<file path="config.mk">
export PLATFORM = sky130hd
export DESIGN_NAME = modbus_rtu_frame_receiver
export DESIGN_NICKNAME = d
export VERILOG_FILES = /design/src/hdl/mrtu_pkg.sv /design/src/hdl/mrtu_in_stage.sv /design/src/hdl/mrtu_frame_core.sv /design/src/hdl/modbus_rtu_frame_receiver.sv
export SDC_FILE = /design/constraint.sdc
export NUM_CORES = 1
export LEC_CHECK = 0
export BUFFER_PORTS_ARGS = -buffer_cell sky130_fd_sc_hd__buf_2
export CAP_MARGIN = 10
export CORE_MARGIN = 10
export CORE_UTILIZATION = 60
export CTS_CLUSTER_SIZE = 8
export DETAILED_ROUTE_END_ITERATION = 10
export GPL_ROUTABILITY_DRIVEN = 0
export HOLD_SLACK_MARGIN = 0.05
export PLACE_DENSITY = 0.81
export SLEW_MARGIN = 10
export SYNTH_ARGS = -nofsm -noshare
export SYNTH_HDL_FRONTEND = slang
export SYNTH_SLANG_ARGS = --single-unit
</file>
<file path="constraint.sdc">
create_clock -name aclk -period 15 [get_ports aclk]
set_input_delay 1.5 -clock aclk [delete_from_list [all_inputs] [get_ports aclk]]
set_output_delay 1.5 -clock aclk [all_outputs]
set_load 0.01 [all_outputs]
</file>
<file path="src/hdl/mrtu_pkg.sv">
`timescale 1ns / 1ps

package mrtu_pkg;

    // Frame limits
    localparam int unsigned FRAME_CAPACITY = 256;
    localparam int unsigned COUNT_W        = 9;
    localparam logic [COUNT_W-1:0] MIN_FRAME = 9'd6;
    localparam logic [COUNT_W-1:0] MAX_COUNT = 9'd255;

    // CRC-16/Modbus
    localparam logic [15:0] CRC_INIT = 16'hFFFF;
    localparam logic [15:0] CRC_POLY = 16'hA001;

    // Supported function codes (the 1..6 range and two outside it), broadcast address
    localparam logic [7:0] FC_MULTI_COILS = 8'h0F;
    localparam logic [7:0] FC_MULTI_REGS  = 8'h10;
    localparam logic [7:0] FC_LOW         = 8'h01;
    localparam logic [7:0] FC_HIGH        = 8'h06;
    localparam logic [7:0] BCAST_ADDR     = 8'h00;

    // Configuration register indexes
    localparam logic [1:0] CFG_RX_ENABLE = 2'd0;
    localparam logic [1:0] CFG_OWN_ADDR  = 2'd1;
    localparam logic [1:0] CFG_GAP_LIMIT = 2'd2;

    typedef struct packed {
        logic [7:0]  rx_byte;
        logic [31:0] time_ms;
    } rx_beat_t;

    typedef struct packed {
        logic [7:0] station_address;
        logic [7:0] function_code;
        logic [7:0] frame_length;
        logic       is_broadcast;
        logic       function_supported;
    } frame_info_t;

    // One byte through the reflected CRC, bit at a time, unrolled
    function automatic logic [15:0] crc_add_byte(input logic [15:0] crc_in,
                                                 input logic [7:0]  data);
        logic [15:0] crc;
        crc = crc_in ^ {8'h00, data};
        for (int k = 0; k < 8; k++) begin
            if (crc[0]) begin
                crc = (crc >> 1) ^ CRC_POLY;
            end else begin
                crc = crc >> 1;
            end
        end
        return crc;
    endfunction

    function automatic logic code_supported(input logic [7:0] fc);
        return ((fc >= FC_LOW) && (fc <= FC_HIGH)) ||
               (fc == FC_MULTI_COILS) || (fc == FC_MULTI_REGS);
    endfunction

endpackage

</file>
<file path="src/hdl/mrtu_in_stage.sv">
`timescale 1ns / 1ps

module mrtu_in_stage (
    input  logic              aclk,
    input  logic              aresetn,
    input  logic              s_valid,
    output logic              s_ready,
    input  mrtu_pkg::rx_beat_t s_data,
    output logic              in_valid,
    output mrtu_pkg::rx_beat_t in_data,
    input  logic              in_take
);

    logic               valid_reg;
    mrtu_pkg::rx_beat_t data_reg;

    // Free when empty or when the held beat is consumed this cycle
    assign s_ready  = !valid_reg || in_take;
    assign in_valid = valid_reg;
    assign in_data  = data_reg;

    always_ff @(posedge aclk) begin
        if (!aresetn) begin
            valid_reg <= 1'b0;
        end else if (s_ready) begin
            valid_reg <= s_valid;
        end
    end

    always_ff @(posedge aclk) begin
        if (s_valid && s_ready) begin
            data_reg <= s_data;
        end
    end

endmodule

</file>
<file path="src/hdl/mrtu_frame_core.sv">
`timescale 1ns / 1ps

module mrtu_frame_core (
    input  logic                    aclk,
    input  logic                    aresetn,
    input  logic                    cfg_wr_en,
    input  logic [1:0]              cfg_index,
    input  logic [15:0]             cfg_wdata,
    input  logic                    in_valid,
    input  mrtu_pkg::rx_beat_t      in_data,
    output logic                    in_take,
    output logic                    m_valid,
    input  logic                    m_ready,
    output mrtu_pkg::frame_info_t   m_data
);

    // Configuration
    logic        rx_enable_reg;
    logic [7:0]  own_addr_reg;
    logic [15:0] gap_limit_reg;

    // Frame state
    logic [7:0]  byte_count_reg, byte_count_next;
    logic [15:0] crc_reg, crc_next;
    logic [31:0] last_time_reg;
    logic [7:0]  first_byte_reg, first_byte_next;
    logic [7:0]  second_byte_reg, second_byte_next;

    // Result register
    logic                  m_valid_reg, m_valid_next;
    mrtu_pkg::frame_info_t m_data_reg, m_data_next;

    // Datapath
    logic [31:0] elapsed;
    logic        gap_restart;
    logic [7:0]  count_eff;
    logic [15:0] crc_eff;
    logic [15:0] crc_new;
    logic [mrtu_pkg::COUNT_W-1:0] count;
    logic        frame_end;
    logic        frame_full;
    logic        addr_match;
    logic        step;

    assign in_take = in_valid && (!m_valid_reg || m_ready);
    assign step    = in_take && rx_enable_reg;
    assign m_valid = m_valid_reg;
    assign m_data  = m_data_reg;

    // Config writes
    always_ff @(posedge aclk) begin
        if (!aresetn) begin
            rx_enable_reg <= 1'b0;
            own_addr_reg  <= 8'd1;
            gap_limit_reg <= 16'd4;
        end else if (cfg_wr_en) begin
            case (cfg_index)
                mrtu_pkg::CFG_RX_ENABLE: rx_enable_reg <= cfg_wdata[0];
                mrtu_pkg::CFG_OWN_ADDR:  own_addr_reg  <= cfg_wdata[7:0];
                mrtu_pkg::CFG_GAP_LIMIT: gap_limit_reg <= cfg_wdata;
                default: ;
            endcase
        end
    end

    // Byte processing: gap check, CRC, count, end-of-frame decision
    always_comb begin
        elapsed     = in_data.time_ms - last_time_reg;
        gap_restart = (byte_count_reg != 8'd0) && (elapsed > {16'd0, gap_limit_reg});
        count_eff   = gap_restart ? 8'd0 : byte_count_reg;
        crc_eff     = gap_restart ? mrtu_pkg::CRC_INIT : crc_reg;

        first_byte_next  = (count_eff == 8'd0) ? in_data.rx_byte : first_byte_reg;
        second_byte_next = (count_eff == 8'd1) ? in_data.rx_byte : second_byte_reg;
        crc_new = mrtu_pkg::crc_add_byte(crc_eff, in_data.rx_byte);
        count   = {1'b0, count_eff} + 9'd1;

        frame_end  = (count >= mrtu_pkg::MIN_FRAME) && (count <= mrtu_pkg::MAX_COUNT) &&
                     (crc_new == 16'd0);
        frame_full = (count >= mrtu_pkg::COUNT_W'(mrtu_pkg::FRAME_CAPACITY)) ||
                     (count > mrtu_pkg::MAX_COUNT);
        addr_match = (first_byte_next == own_addr_reg) ||
                     (first_byte_next == mrtu_pkg::BCAST_ADDR);

        if (frame_end || frame_full) begin
            byte_count_next = 8'd0;
            crc_next        = mrtu_pkg::CRC_INIT;
        end else begin
            byte_count_next = count[7:0];
            crc_next        = crc_new;
        end

        m_data_next.station_address    = first_byte_next;
        m_data_next.function_code      = second_byte_next;
        m_data_next.frame_length       = count[7:0];
        m_data_next.is_broadcast       = (first_byte_next == mrtu_pkg::BCAST_ADDR);
        m_data_next.function_supported = mrtu_pkg::code_supported(second_byte_next);

        // Result register: load on a reported frame, drain on output beat
        if (step && frame_end && addr_match) begin
            m_valid_next = 1'b1;
        end else if (m_ready) begin
            m_valid_next = 1'b0;
        end else begin
            m_valid_next = m_valid_reg;
        end
    end

    always_ff @(posedge aclk) begin
        if (!aresetn) begin
            byte_count_reg  <= 8'd0;
            crc_reg         <= mrtu_pkg::CRC_INIT;
            last_time_reg   <= 32'd0;
            first_byte_reg  <= 8'd0;
            second_byte_reg <= 8'd0;
            m_valid_reg     <= 1'b0;
        end else begin
            m_valid_reg <= m_valid_next;
            if (step) begin
                byte_count_reg  <= byte_count_next;
                crc_reg         <= crc_next;
                last_time_reg   <= in_data.time_ms;
                first_byte_reg  <= first_byte_next;
                second_byte_reg <= second_byte_next;
            end
        end
    end

    always_ff @(posedge aclk) begin
        if (step && frame_end && addr_match) begin
            m_data_reg <= m_data_next;
        end
    end

`ifndef ASSERT_OFF
    // Reported frames are never shorter than the minimum
    a_min_len: assert property (@(posedge aclk) disable iff (!aresetn)
        m_valid_reg |-> (m_data_reg.frame_length >= 8'd6))
        else $error("reported frame shorter than minimum");

    // Broadcast flag agrees with the address
    a_bcast: assert property (@(posedge aclk) disable iff (!aresetn)
        m_valid_reg |-> (m_data_reg.is_broadcast == (m_data_reg.station_address == 8'd0)))
        else $error("broadcast flag inconsistent with address");

    // A finished frame leaves the receiver ready for a fresh one
    a_restart: assert property (@(posedge aclk) disable iff (!aresetn)
        (step && frame_end) |=> (byte_count_reg == 8'd0 && crc_reg == mrtu_pkg::CRC_INIT))
        else $error("frame state not cleared after frame end");

    // Bytes taken while disabled leave the frame state untouched
    a_disabled: assert property (@(posedge aclk) disable iff (!aresetn)
        (in_take && !rx_enable_reg) |=> ($stable(byte_count_reg) && $stable(crc_reg)))
        else $error("frame state changed while receiver disabled");

    // A stalled result is held
    a_hold: assert property (@(posedge aclk) disable iff (!aresetn)
        (m_valid_reg && !m_ready) |=> (m_valid_reg && $stable(m_data_reg)))
        else $error("stalled result was lost or changed");
`endif

endmodule

</file>
<file path="src/hdl/modbus_rtu_frame_receiver.sv">
`timescale 1ns / 1ps

// Channel   Handshake              Payload
// s_        s_valid / s_ready      s_data  (rx_byte, time_ms)
// m_        m_valid / m_ready      m_data  (station_address, function_code,
//                                           frame_length, is_broadcast,
//                                           function_supported)
// cfg_      cfg_wr_en              cfg_index, cfg_wdata
//
// One byte per cycle sustained while no result is stalled; a result is valid
// once its byte has passed the input register, then gap check + unrolled byte CRC
// into the result register. The frame state is updated once per byte.
// Reset (aresetn low, synchronous) clears the frame and loads the register
// defaults. A stalled result holds; one more byte is buffered meanwhile.

module modbus_rtu_frame_receiver (
    input  logic                  aclk,
    input  logic                  aresetn,
    input  logic                  cfg_wr_en,
    input  logic [1:0]            cfg_index,
    input  logic [15:0]           cfg_wdata,
    input  logic                  s_valid,
    output logic                  s_ready,
    input  mrtu_pkg::rx_beat_t    s_data,
    output logic                  m_valid,
    input  logic                  m_ready,
    output mrtu_pkg::frame_info_t m_data
);

    logic               in_valid;
    logic               in_take;
    mrtu_pkg::rx_beat_t in_data;

    mrtu_in_stage u_in_stage (
        .aclk     (aclk),
        .aresetn  (aresetn),
        .s_valid  (s_valid),
        .s_ready  (s_ready),
        .s_data   (s_data),
        .in_valid (in_valid),
        .in_data  (in_data),
        .in_take  (in_take)
    );

    mrtu_frame_core u_frame_core (
        .aclk      (aclk),
        .aresetn   (aresetn),
        .cfg_wr_en (cfg_wr_en),
        .cfg_index (cfg_index),
        .cfg_wdata (cfg_wdata),
        .in_valid  (in_valid),
        .in_data   (in_data),
        .in_take   (in_take),
        .m_valid   (m_valid),
        .m_ready   (m_ready),
        .m_data    (m_data)
    );

endmodule

</file>
==> run_results.csv, run 1 <==
group,metric,value,unit
pwr,ir_drop,88.9,uV
floorplan,fp.dieW,147,um
final_layout,largest_reg_flops,40,
timing,max_slew_margin,23.8,%
critical_path,crit_fanout,16,
cts,htree_levels,4,
floorplan,rows,46,
placement,dpl_cell_area,0.0101,sq mm
yosys,yosysUniqueCellTypes,78,
pwr,powerDensity,104,mW/mm^2
timing,fin_crit_sh,53.4,%
timing,fin_tns_setup,0,ns
routing,drt_pass1_iterations,8,
timing,hold_viol_final,0,
global_routing,grt_max_degree,75,
yosys,ys_ff_latch,165,
critical_path,critical_path_class,"register to register",
cts,clock-sinks,165,
cts,cts_tree,"built",
timing,setup-violations-final,0,
routing,drt_iter0_markers,858,
yosys,synth_top_area_share,20.5,%
final_layout,multiInputGateArea,0.00518,sq mm
floorplan,ioPinCount,91,
routing,route.vias.total,8051,
timing,fin_crit,8.02,ns
routing,vias_per_cell,5.88,
final_layout,fill_cells,1216,
yosys,synth_top_area_cell,"dfxtp_1",
critical_path,r2r_slack,6.98,ns
floorplan,coreArea,0.0158,sq mm
yosys,netlist_instances,1090,
cts,cts_resized,0,
yosys,synth_ff_type,"dfxtp_1",
final_layout,fin_util,67.7,%
routing,ant_nets,0,
placement,dp_worst_setup_slack,7.13,ns
global_routing,grt_pass1_wl,37.8,mm
critical_path,arrival,8.14,ns
critical_path,cpMaxStageDelayCell,"nor4_2",
timing,fmax,125,MHz
timing,clock_skew,0.00883,ns
final_layout,antennaDiodeCount,0,
yosys,synth_edf_count,66,
yosys,synth_warnings,0,
critical_path,critPathCaptureType,"register",
critical_path,cpLargestDelayFamily,"simple AND/OR/NAND/NOR gates",
timing,rsz0062_at_grt,"no",
cts,cts.path.max_buffers,2,
cts,root_buffer,"clkbuf_16",
cts,numCtsBuffers,17,
worst_hold_path,hold_class,"register to register",
yosys,syn-num-nets,1206,
critical_path,cp.required,15.13,ns
routing,routed_wl,23.3,mm
yosys,synthTopCellsByArea,"dfxtp_1, edfxtp_1, ha_1",
final_layout,area_growth,11.1,%
cts,cts_hold_buffers,0,
routing,drc,0,
floorplan,start_util,61.0,%
cts,worstSkewPairLatency,0.44,ns
global_routing,grt_pass1_vias,7557,
yosys,yosysSeqAreaShare,41.1,%
critical_path,start_kind,"register",
cts,cts_setup_buffers,0,
floorplan,dieArea,0.0216,sq mm
run_status,status,"finished, final reports clean",
yosys,syn_avg_cell_area,8.86,sq um
run,drv_cap,0,
global_routing,antenna_found_initial,0,
routing,wl_per_cell,17.0,um
final_layout,stdcell_area,0.0107,sq mm
timing,worst_pin_slew,1.13,ns
global_routing,grt.total_usage,21.2,%
yosys,netlist_area,0.00965,sq mm
timing,fin_ws,6.98,ns
timing,slew_violations,0,
final_layout,layout-drive-gt1-share,14.8,%
floorplan,dieHeight,147,um
final_layout,regArea,0.00396,sq mm
critical_path,slowest_delay,1.00,ns
global_routing,gr-total-overflow,0,
yosys,synth-async-reset-ratio,0,%
placement,placement.io_buffers,90,
pwr,cellLeakagePower,4.09,nW
cts,cts.clk_slew.worst_paths,0.06,ns
placement,hpwl,16.7,mm
final_layout,finalNetCount,1257,
critical_path,path_buf_inv,3,
==> logic make-up (layout without fill, tap and decap cells) <==
group	count (synthesis)	count (layout)	share of synthesized area, %
DFF	165	165	41.1
adders and majority gates	53	53	6.95
and+or+nand+nor	381	381	18.1
muxes	37	37	4.08
buffers and inverters	128	192	5.38
AOI/OAI and AO/OA	243	243	16.9
xor gates and xnor gates	83	83	7.53
==> cells in the mapped netlist, drive strengths merged (4+ instances only) <==
master,number
o21a,8
or3,9
a21o,8
inv,66
xor2,32
mux2i,21
nor4,11
edfxtp,66
a2111oi,7
and2,6
or2,4
ha,52
and3,6
dfxtp,99
o21bai,5
a21oi,108
nor3,26
buf,26
nor2,86
nand2,165
a211oi,7
nand4,26
a31oi,11
a22oi,5
xnor2,51
o22ai,4
nand2b,9
mux2,16
o21ai,34
a22o,8
nand3,16
clkbuf,36
o211ai,6
==> tightest hold or removal path: cells and delay by family (launching register included) <==
| family | cells | cell delay [ns] |
|---|---|---|
| AO/OA/AOI/OAI | 1 | 0.05 |
| flip-flops | 1 | 0.31 |
| AND/OR/NAND/NOR | 1 | 0.05 |
==> cell type report <==
type	instances	share of cell area (%)
tap	216	2.52
timing repair buffer	94	4.48
clock buffer	20	4.07
clock inverter	12	1.34
multi-input combinational	797	48.3
sequential	165	37.0
inverter	66	2.31
==> power breakdown <==
group,leakage (nW),internal (mW),total (mW),switching (mW)
clock,0.286,0.249,0.436,0.186
sequential,1.46,0.480,0.494,0.0145
combinational,2.35,0.0750,0.187,0.112
==> stage by stage <==
step / power (mW) / cells / hold WS (ns)
floorplan: 0.639 / 1090 / 0.436
global placement: 0.681 / 1338 / 0.443
detailed placement: 0.685 / 1338 / 0.448
CTS: 1.12 / 1370 / 0.456
global route: 1.16 / 1370 / 0.477
finish: 1.12 / 1370 / 0.454
==> placed cells by master, fill, tap and decap left out, drive strengths merged, types with 8 or more instances in the layout <==
cell type / count
a21o: 8
a21oi: 108
a22o: 8
a31oi: 11
buf: 94
clkbuf: 20
dfxtp: 99
edfxtp: 66
ha: 52
inv: 73
mux2: 16
mux2i: 21
nand2: 165
nand2b: 9
nand3: 16
nand4: 26
nor2: 86
nor3: 26
nor4: 11
o21a: 8
o21ai: 34
or3: 9
xnor2: 51
xor2: 32
==> path summary, 6_finish.rpt <==
path | start | end | cells past startpoint
setup / recovery | u_in_stage.in_data[0]$_DFFE_PP_ | u_frame_core.m_data[8]$_DFFE_PP_ | 29
hold / removal | u_frame_core.last_time_reg[30]$_SDFFE_PN0P_ | u_frame_core.last_time_reg[30]$_SDFFE_PN0P_ | 2
setup reg to reg | u_in_stage.in_data[0]$_DFFE_PP_ | u_frame_core.m_data[8]$_DFFE_PP_ | 29
hold reg to reg | u_frame_core.last_time_reg[30]$_SDFFE_PN0P_ | u_frame_core.last_time_reg[30]$_SDFFE_PN0P_ | 2
==> per-layer routing <==
layer	up-vias	track usage (%)	part of all wire (%)
met5	-	0	0
met4	0	7.76	2.2
met3	50	4.02	7.2
met2	314	32.8	44
met1	3735	29.0	46
li1	3952	-	-
Power figures use the tool's default switching activity.
==> run 2, diff against run 1 <==
--- a/config.mk
+++ b/config.mk
@@ -8,12 +8,12 @@
 export BUFFER_PORTS_ARGS = -buffer_cell sky130_fd_sc_hd__buf_2
 export CAP_MARGIN = 10
 export CORE_MARGIN = 10
-export CORE_UTILIZATION = 60
+export CORE_UTILIZATION = 54
 export CTS_CLUSTER_SIZE = 8
 export DETAILED_ROUTE_END_ITERATION = 10
 export GPL_ROUTABILITY_DRIVEN = 0
 export HOLD_SLACK_MARGIN = 0.05
-export PLACE_DENSITY = 0.81
+export PLACE_DENSITY = 0.77
 export SLEW_MARGIN = 10
 export SYNTH_ARGS = -nofsm -noshare
 export SYNTH_HDL_FRONTEND = slang
==> constraint.sdc (replaced) <==
create_clock -name aclk -period 6.5 [get_ports aclk]
set_input_delay 0.65 -clock aclk [delete_from_list [all_inputs] [get_ports aclk]]
set_output_delay 0.65 -clock aclk [all_outputs]
set_load 0.01 [all_outputs]
==> run_results.csv, run 2 (synthesis results as in run 1) <==
group,metric,value,unit
final_layout,layout-drive-gt1-share,18.2,%
pwr,ir_drop,226,uV
floorplan,dieHeight,154,um
critical_path,crit_fanout,15,
timing,slew_violations,0,
cts,worstSkewPairLatency,0.44,ns
floorplan,rows,48,
routing,drt_iter0_markers,728,
placement,dp_worst_setup_slack,-0.106,ns
run_status,status,"finished, final reports clean",
final_layout,layout_common_cells,"nand2_1, dfxtp_1, a21oi_1",
critical_path,critPathCaptureType,"register",
cts,htree_levels,4,
floorplan,dieArea,0.0236,sq mm
final_layout,area_growth,14.3,%
routing,ant_nets,0,
critical_path,arrival,6.57,ns
timing,worst_pin_slew,1.16,ns
cts,clock-sinks,165,
critical_path,cpMaxStageDelayCell,"or3_4",
routing,routed_wl,24.5,mm
global_routing,grt_pass1_wl,39.2,mm
global_routing,antenna_found_initial,0,
timing,hold_viol_final,0,
routing,vias_per_cell,5.85,
routing,wl_per_cell,17.5,um
placement,placement.io_buffers,90,
final_layout,largest_reg_flops,40,
cts,cts_tree,"built",
pwr,total_power,2.60,mW
routing,drc,0,
timing,fin_tns_setup,0,ns
timing,max_slew_margin,22.1,%
routing,route.vias.total,8193,
run,drv_cap,0,
floorplan,ioPinCount,91,
global_routing,grt_pass1_vias,7782,
cts,root_buffer,"clkbuf_16",
floorplan,start_util,55.4,%
timing,fin_crit,6.21,ns
global_routing,grt_max_degree,76,
floorplan,fp.dieW,154,um
timing,hold_slack,0.386,ns
routing,drt_pass1_iterations,5,
critical_path,critical_path_class,"register to register",
critical_path,cp.required,6.85,ns
cts,cts.path.max_buffers,2,
timing,clock_skew,0.0117,ns
timing,fin_ws,0.286,ns
critical_path,slowest_delay,0.43,ns
pwr,cellLeakagePower,4.24,nW
timing,fmax,161,MHz
placement,hpwl,17.5,mm
timing,fin_crit_sh,95.6,%
cts,cts.clk_slew.worst_paths,0.07,ns
global_routing,gr-total-overflow,0,
final_layout,final_common_cell,"nand2_1",
cts,numCtsBuffers,17,
critical_path,path_buf_inv,3,
pwr,powerDensity,236,mW/mm^2
final_layout,fin_util,63.4,%
critical_path,start_kind,"register",
floorplan,coreArea,0.0174,sq mm
final_layout,finalNetCount,1280,
timing,setup-violations-final,0,
critical_path,cpLargestDelayFamily,"compound AO/OA/AOI/OAI gates",
worst_hold_path,hold_class,"input port to register",
cts,cts_hold_buffers,0,
final_layout,antennaDiodeCount,0,
global_routing,grt.total_usage,20.0,%
[run 2: timing repair]
action,4_1_cts,5_1_grt
endpoints found under the setup margin,17,52
gates resized for setup,0,25
setup buffers,1,4
pin swaps,1,10
[run 2: layout make-up]
class                      instances  area (sq um)
inverter                          66           248
clock inverter                     7          67.6
tap                              225           282
fill                            1477          6380
clock buffer                      24           514
sequential                       165          3960
timing repair buffer             117           669
multi-input combinational        797          5290
[run 2: final timing paths]
path,from,to,slack [ns],cells after the start
worst max-delay path,u_in_stage.in_data[0]$_DFFE_PP_,u_frame_core.crc_reg[5]$_SDFFE_PN1P_,0.29,30
worst max register to register,u_in_stage.in_data[0]$_DFFE_PP_,u_frame_core.crc_reg[5]$_SDFFE_PN1P_,0.29,30
worst min-delay path,s_data[34],u_in_stage.in_data[34]$_DFFE_PP_,0.39,1
worst min register to register,u_frame_core.last_time_reg[25]$_SDFFE_PN0P_,u_frame_core.last_time_reg[25]$_SDFFE_PN0P_,0.45,2
[run 2: where the power goes]
group          switching (mW)  total (mW)  internal, mW
Clock                   0.403       0.994         0.591
Sequential             0.0325        1.14          1.11
Combinational           0.275       0.467         0.192
Total                   0.711        2.60          1.89
[run 2: metal layers]
metal  global-route usage [%]  part of all wire [%]
met3                     4.88                   6.2
met1                     25.2                    44
met2                     32.6                    48
met5                        0                     0
met4                     7.24                   2.4
[run 2: per-stage QoR]
step	cells	area (sq um)
finish	1401	11000
global route	1401	11000
CTS	1397	10900
detailed placement	1365	10300
global placement	1365	10300
floorplan	1090	9670
==> run 3, diff against run 2 <==
--- a/config.mk
+++ b/config.mk
@@ -5,15 +5,16 @@
 export SDC_FILE = /design/constraint.sdc
 export NUM_CORES = 1
 export LEC_CHECK = 0
+export ABC_AREA = 1
 export BUFFER_PORTS_ARGS = -buffer_cell sky130_fd_sc_hd__buf_2
 export CAP_MARGIN = 10
 export CORE_MARGIN = 10
-export CORE_UTILIZATION = 54
+export CORE_UTILIZATION = 55
 export CTS_CLUSTER_SIZE = 8
 export DETAILED_ROUTE_END_ITERATION = 10
 export GPL_ROUTABILITY_DRIVEN = 0
 export HOLD_SLACK_MARGIN = 0.05
-export PLACE_DENSITY = 0.77
+export PLACE_DENSITY = 0.78
 export SLEW_MARGIN = 10
 export SYNTH_ARGS = -nofsm -noshare
 export SYNTH_HDL_FRONTEND = slang
==> run_results.csv, run 3 <==
group,metric,value,unit
floorplan,fp.dieW,155,um
routing,drt_pass1_iterations,6,
final_layout,antennaDiodeCount,0,
placement,placement.io_buffers,90,
yosys,syn_avg_cell_area,6.79,sq um
final_layout,fill_cells,1580,
pwr,ir_drop,250,uV
final_layout,final_common_cell,"nand2_1",
pwr,total_power,2.57,mW
yosys,syn-num-nets,1594,
pwr,p_seq_share,43.7,%
final_layout,layout-drive-gt1-share,10.7,%
critical_path,cp.required,6.88,ns
yosys,synth_ff_type,"dfxtp_1",
timing,rsz0062_at_grt,"yes",
critical_path,critPathMostFrequentCell,"nand2_1",
run,drv_cap,0,
run_status,status,"finished, final reports clean",
timing,fmax,166,MHz
critical_path,r2r_slack,0.48,ns
final_layout,largest_reg_flops,40,
critical_path,critical_path_class,"register to register",
timing,fin_ws,0.480,ns
pwr,p_switching,713,uW
routing,ant_nets,0,
cts,clock-sinks,165,
critical_path,critPathCaptureType,"register",
timing,hold_slack,0.387,ns
yosys,synth_warnings,0,
placement,dp.cells,1762,
critical_path,path_buf_inv,3,
pwr,powerDensity,227,mW/mm^2
critical_path,cpLargestDelayFamily,"simple AND/OR/NAND/NOR gates",
global_routing,grt_pass1_vias,8557,
yosys,synthTopCellsByArea,"dfxtp_1, edfxtp_1, nand2_1",
timing,setup-violations-final,0,
global_routing,gr-total-overflow,0,
timing,worst_pin_slew,0.994,ns
cts,worstSkewPairLatency,0.44,ns
critical_path,start_kind,"register",
global_routing,antenna_found_initial,0,
global_routing,grt_max_degree,101,
cts,numCtsBuffers,17,
pwr,internal-power,1.86,mW
timing,clock_skew,0.00930,ns
cts,cts.path.max_buffers,2,
cts,cts_hold_buffers,0,
global_routing,grt.total_usage,20.3,%
routing,drt_iter0_markers,880,
yosys,yosysMostFrequentCell,"nand2_1",
global_routing,grt_pass1_wl,40.6,mm
yosys,synth_top_area_cell,"dfxtp_1",
critical_path,arrival,6.40,ns
floorplan,coreArea,0.0180,sq mm
yosys,synth_edf_count,66,
pwr,power_frac_clock,41.1,%
cts,htree_levels,4,
yosys,yosysUniqueCellTypes,35,
placement,dpl_cell_area,0.0106,sq mm
cts,cts.clk_slew.worst_paths,0.07,ns
yosys,yosysSeqAreaShare,39.5,%
timing,slew_violations,0,
pwr,cellLeakagePower,5.75,nW
routing,routed_wl,24.8,mm
yosys,netlist_area,0.0100,sq mm
timing,hold_viol_final,0,
yosys,ys_ff_latch,165,
critical_path,crit_fanout,23,
routing,drc,0,
placement,dp_worst_setup_slack,0.351,ns
pwr,p_sw_share,27.7,%
worst_hold_path,hold_class,"input port to register",
floorplan,dieHeight,155,um
pwr,pwr-share-comb,15.2,%
floorplan,dieArea,0.0240,sq mm
routing,wl_per_cell,13.8,um
yosys,synth_top_area_share,19.7,%
routing,route.vias.total,9282,
placement,hpwl,18.1,mm
final_layout,layout_common_cells,"nand2_1, inv_1, a21oi_1",
final_layout,final_cells,1797,
yosys,synth-async-reset-ratio,0,%
cts,root_buffer,"clkbuf_16",
final_layout,area_growth,12.9,%
final_layout,finalNetCount,1671,
critical_path,cpMaxStageDelayCell,"nand3_2",
yosys,netlist_instances,1478,
yosys,yosys-top-cells-count,"nand2_1, inv_1, a21oi_1",
critical_path,slowest_delay,0.42,ns
floorplan,rows,49,
timing,fin_crit,6.02,ns
final_layout,stdcell_area,0.0113,sq mm
timing,fin_crit_sh,92.6,%
cts,cts_tree,"built",
routing,vias_per_cell,5.17,
floorplan,ioPinCount,91,
floorplan,start_util,55.9,%
timing,max_slew_margin,33.7,%
[run 3: cell types whose count changed after synthesis, sizes merged, moves of 14 or more]
cell	change
nand2	+318
inv	+207
nand3	+83
xnor2	-49
o21ai	+45
nor2	+22
mux2i	-21
nand4	-18
mux2	-16
xor2	-16
buf	-14
[run 3: what timing repair did]
action | in CTS | in global routing
gates resized for setup | 0 | 15
endpoints found under the setup margin | 0 | 50
setup buffers | 0 | 1
[run 3: metrics by stage]
step                util [%]  setup TNS [ns]
global placement        59.1               0
global route            63.1         -0.0447
finish                  63.1               0
detailed placement      59.1               0
CTS                     62.6               0
floorplan                  -               0
[run 3: power by group through the flow]
stage,combinational (mW),sequential [mW],clock (mW)
3_5_place_dp,0.380,1.15,0
6_report,0.392,1.13,1.06
2_1_floorplan,0.287,1.14,0
5_1_grt,0.452,1.13,1.12
3_3_place_gp,0.373,1.15,0
4_1_cts,0.384,1.13,1.07
[run 3: path summary, 6_finish.rpt]
check                                                            startpoint                                     endpoint  depth (start not counted)
worst max register to register              u_in_stage.in_data[0]$_DFFE_PP_        u_frame_core.crc_reg[11]$_SDFFE_PN1P_                         50
worst max-delay path                        u_in_stage.in_data[0]$_DFFE_PP_        u_frame_core.crc_reg[11]$_SDFFE_PN1P_                         50
worst min-delay path                                             s_data[39]             u_in_stage.in_data[39]$_DFFE_PP_                          1
worst min register to register  u_frame_core.last_time_reg[10]$_SDFFE_PN0P_  u_frame_core.last_time_reg[10]$_SDFFE_PN0P_                          2
[run 3: cells by family (layout without fill, tap and decap cells)]
logic type | Yosys count | in the layout | share of synthesized area (%)
buf+inv | 316 | 404 | 12.3
xor+xnor | 18 | 18 | 1.57
compound gates | 197 | 197 | 10.0
flops | 165 | 165 | 39.5
fa+ha+maj | 53 | 53 | 6.68
simple gates | 729 | 731 | 29.9
[run 3: metal layers]
| layer | global-route usage [%] | part of all wire (%) | up-vias |
|---|---|---|---|
| met2 | 34.6 | 48 | 332 |
| met1 | 24.7 | 43 | 4113 |
| li1 | - | - | 4791 |
| met5 | 0 | 0 | - |
| met4 | 6.88 | 2.0 | 0 |
| met3 | 4.66 | 6.3 | 46 |
[run 3: layout make-up]
type	instances	area, sq um	area share (%)
Timing Repair Buffer	95	504	4.45
Sequential cell	165	3960	35.0
Tap cell	229	287	2.53
Clock buffer	22	518	4.57
Multi-Input combinational cell	999	4910	43.4
Clock inverter	10	104	0.917
Inverter	277	1040	9.18
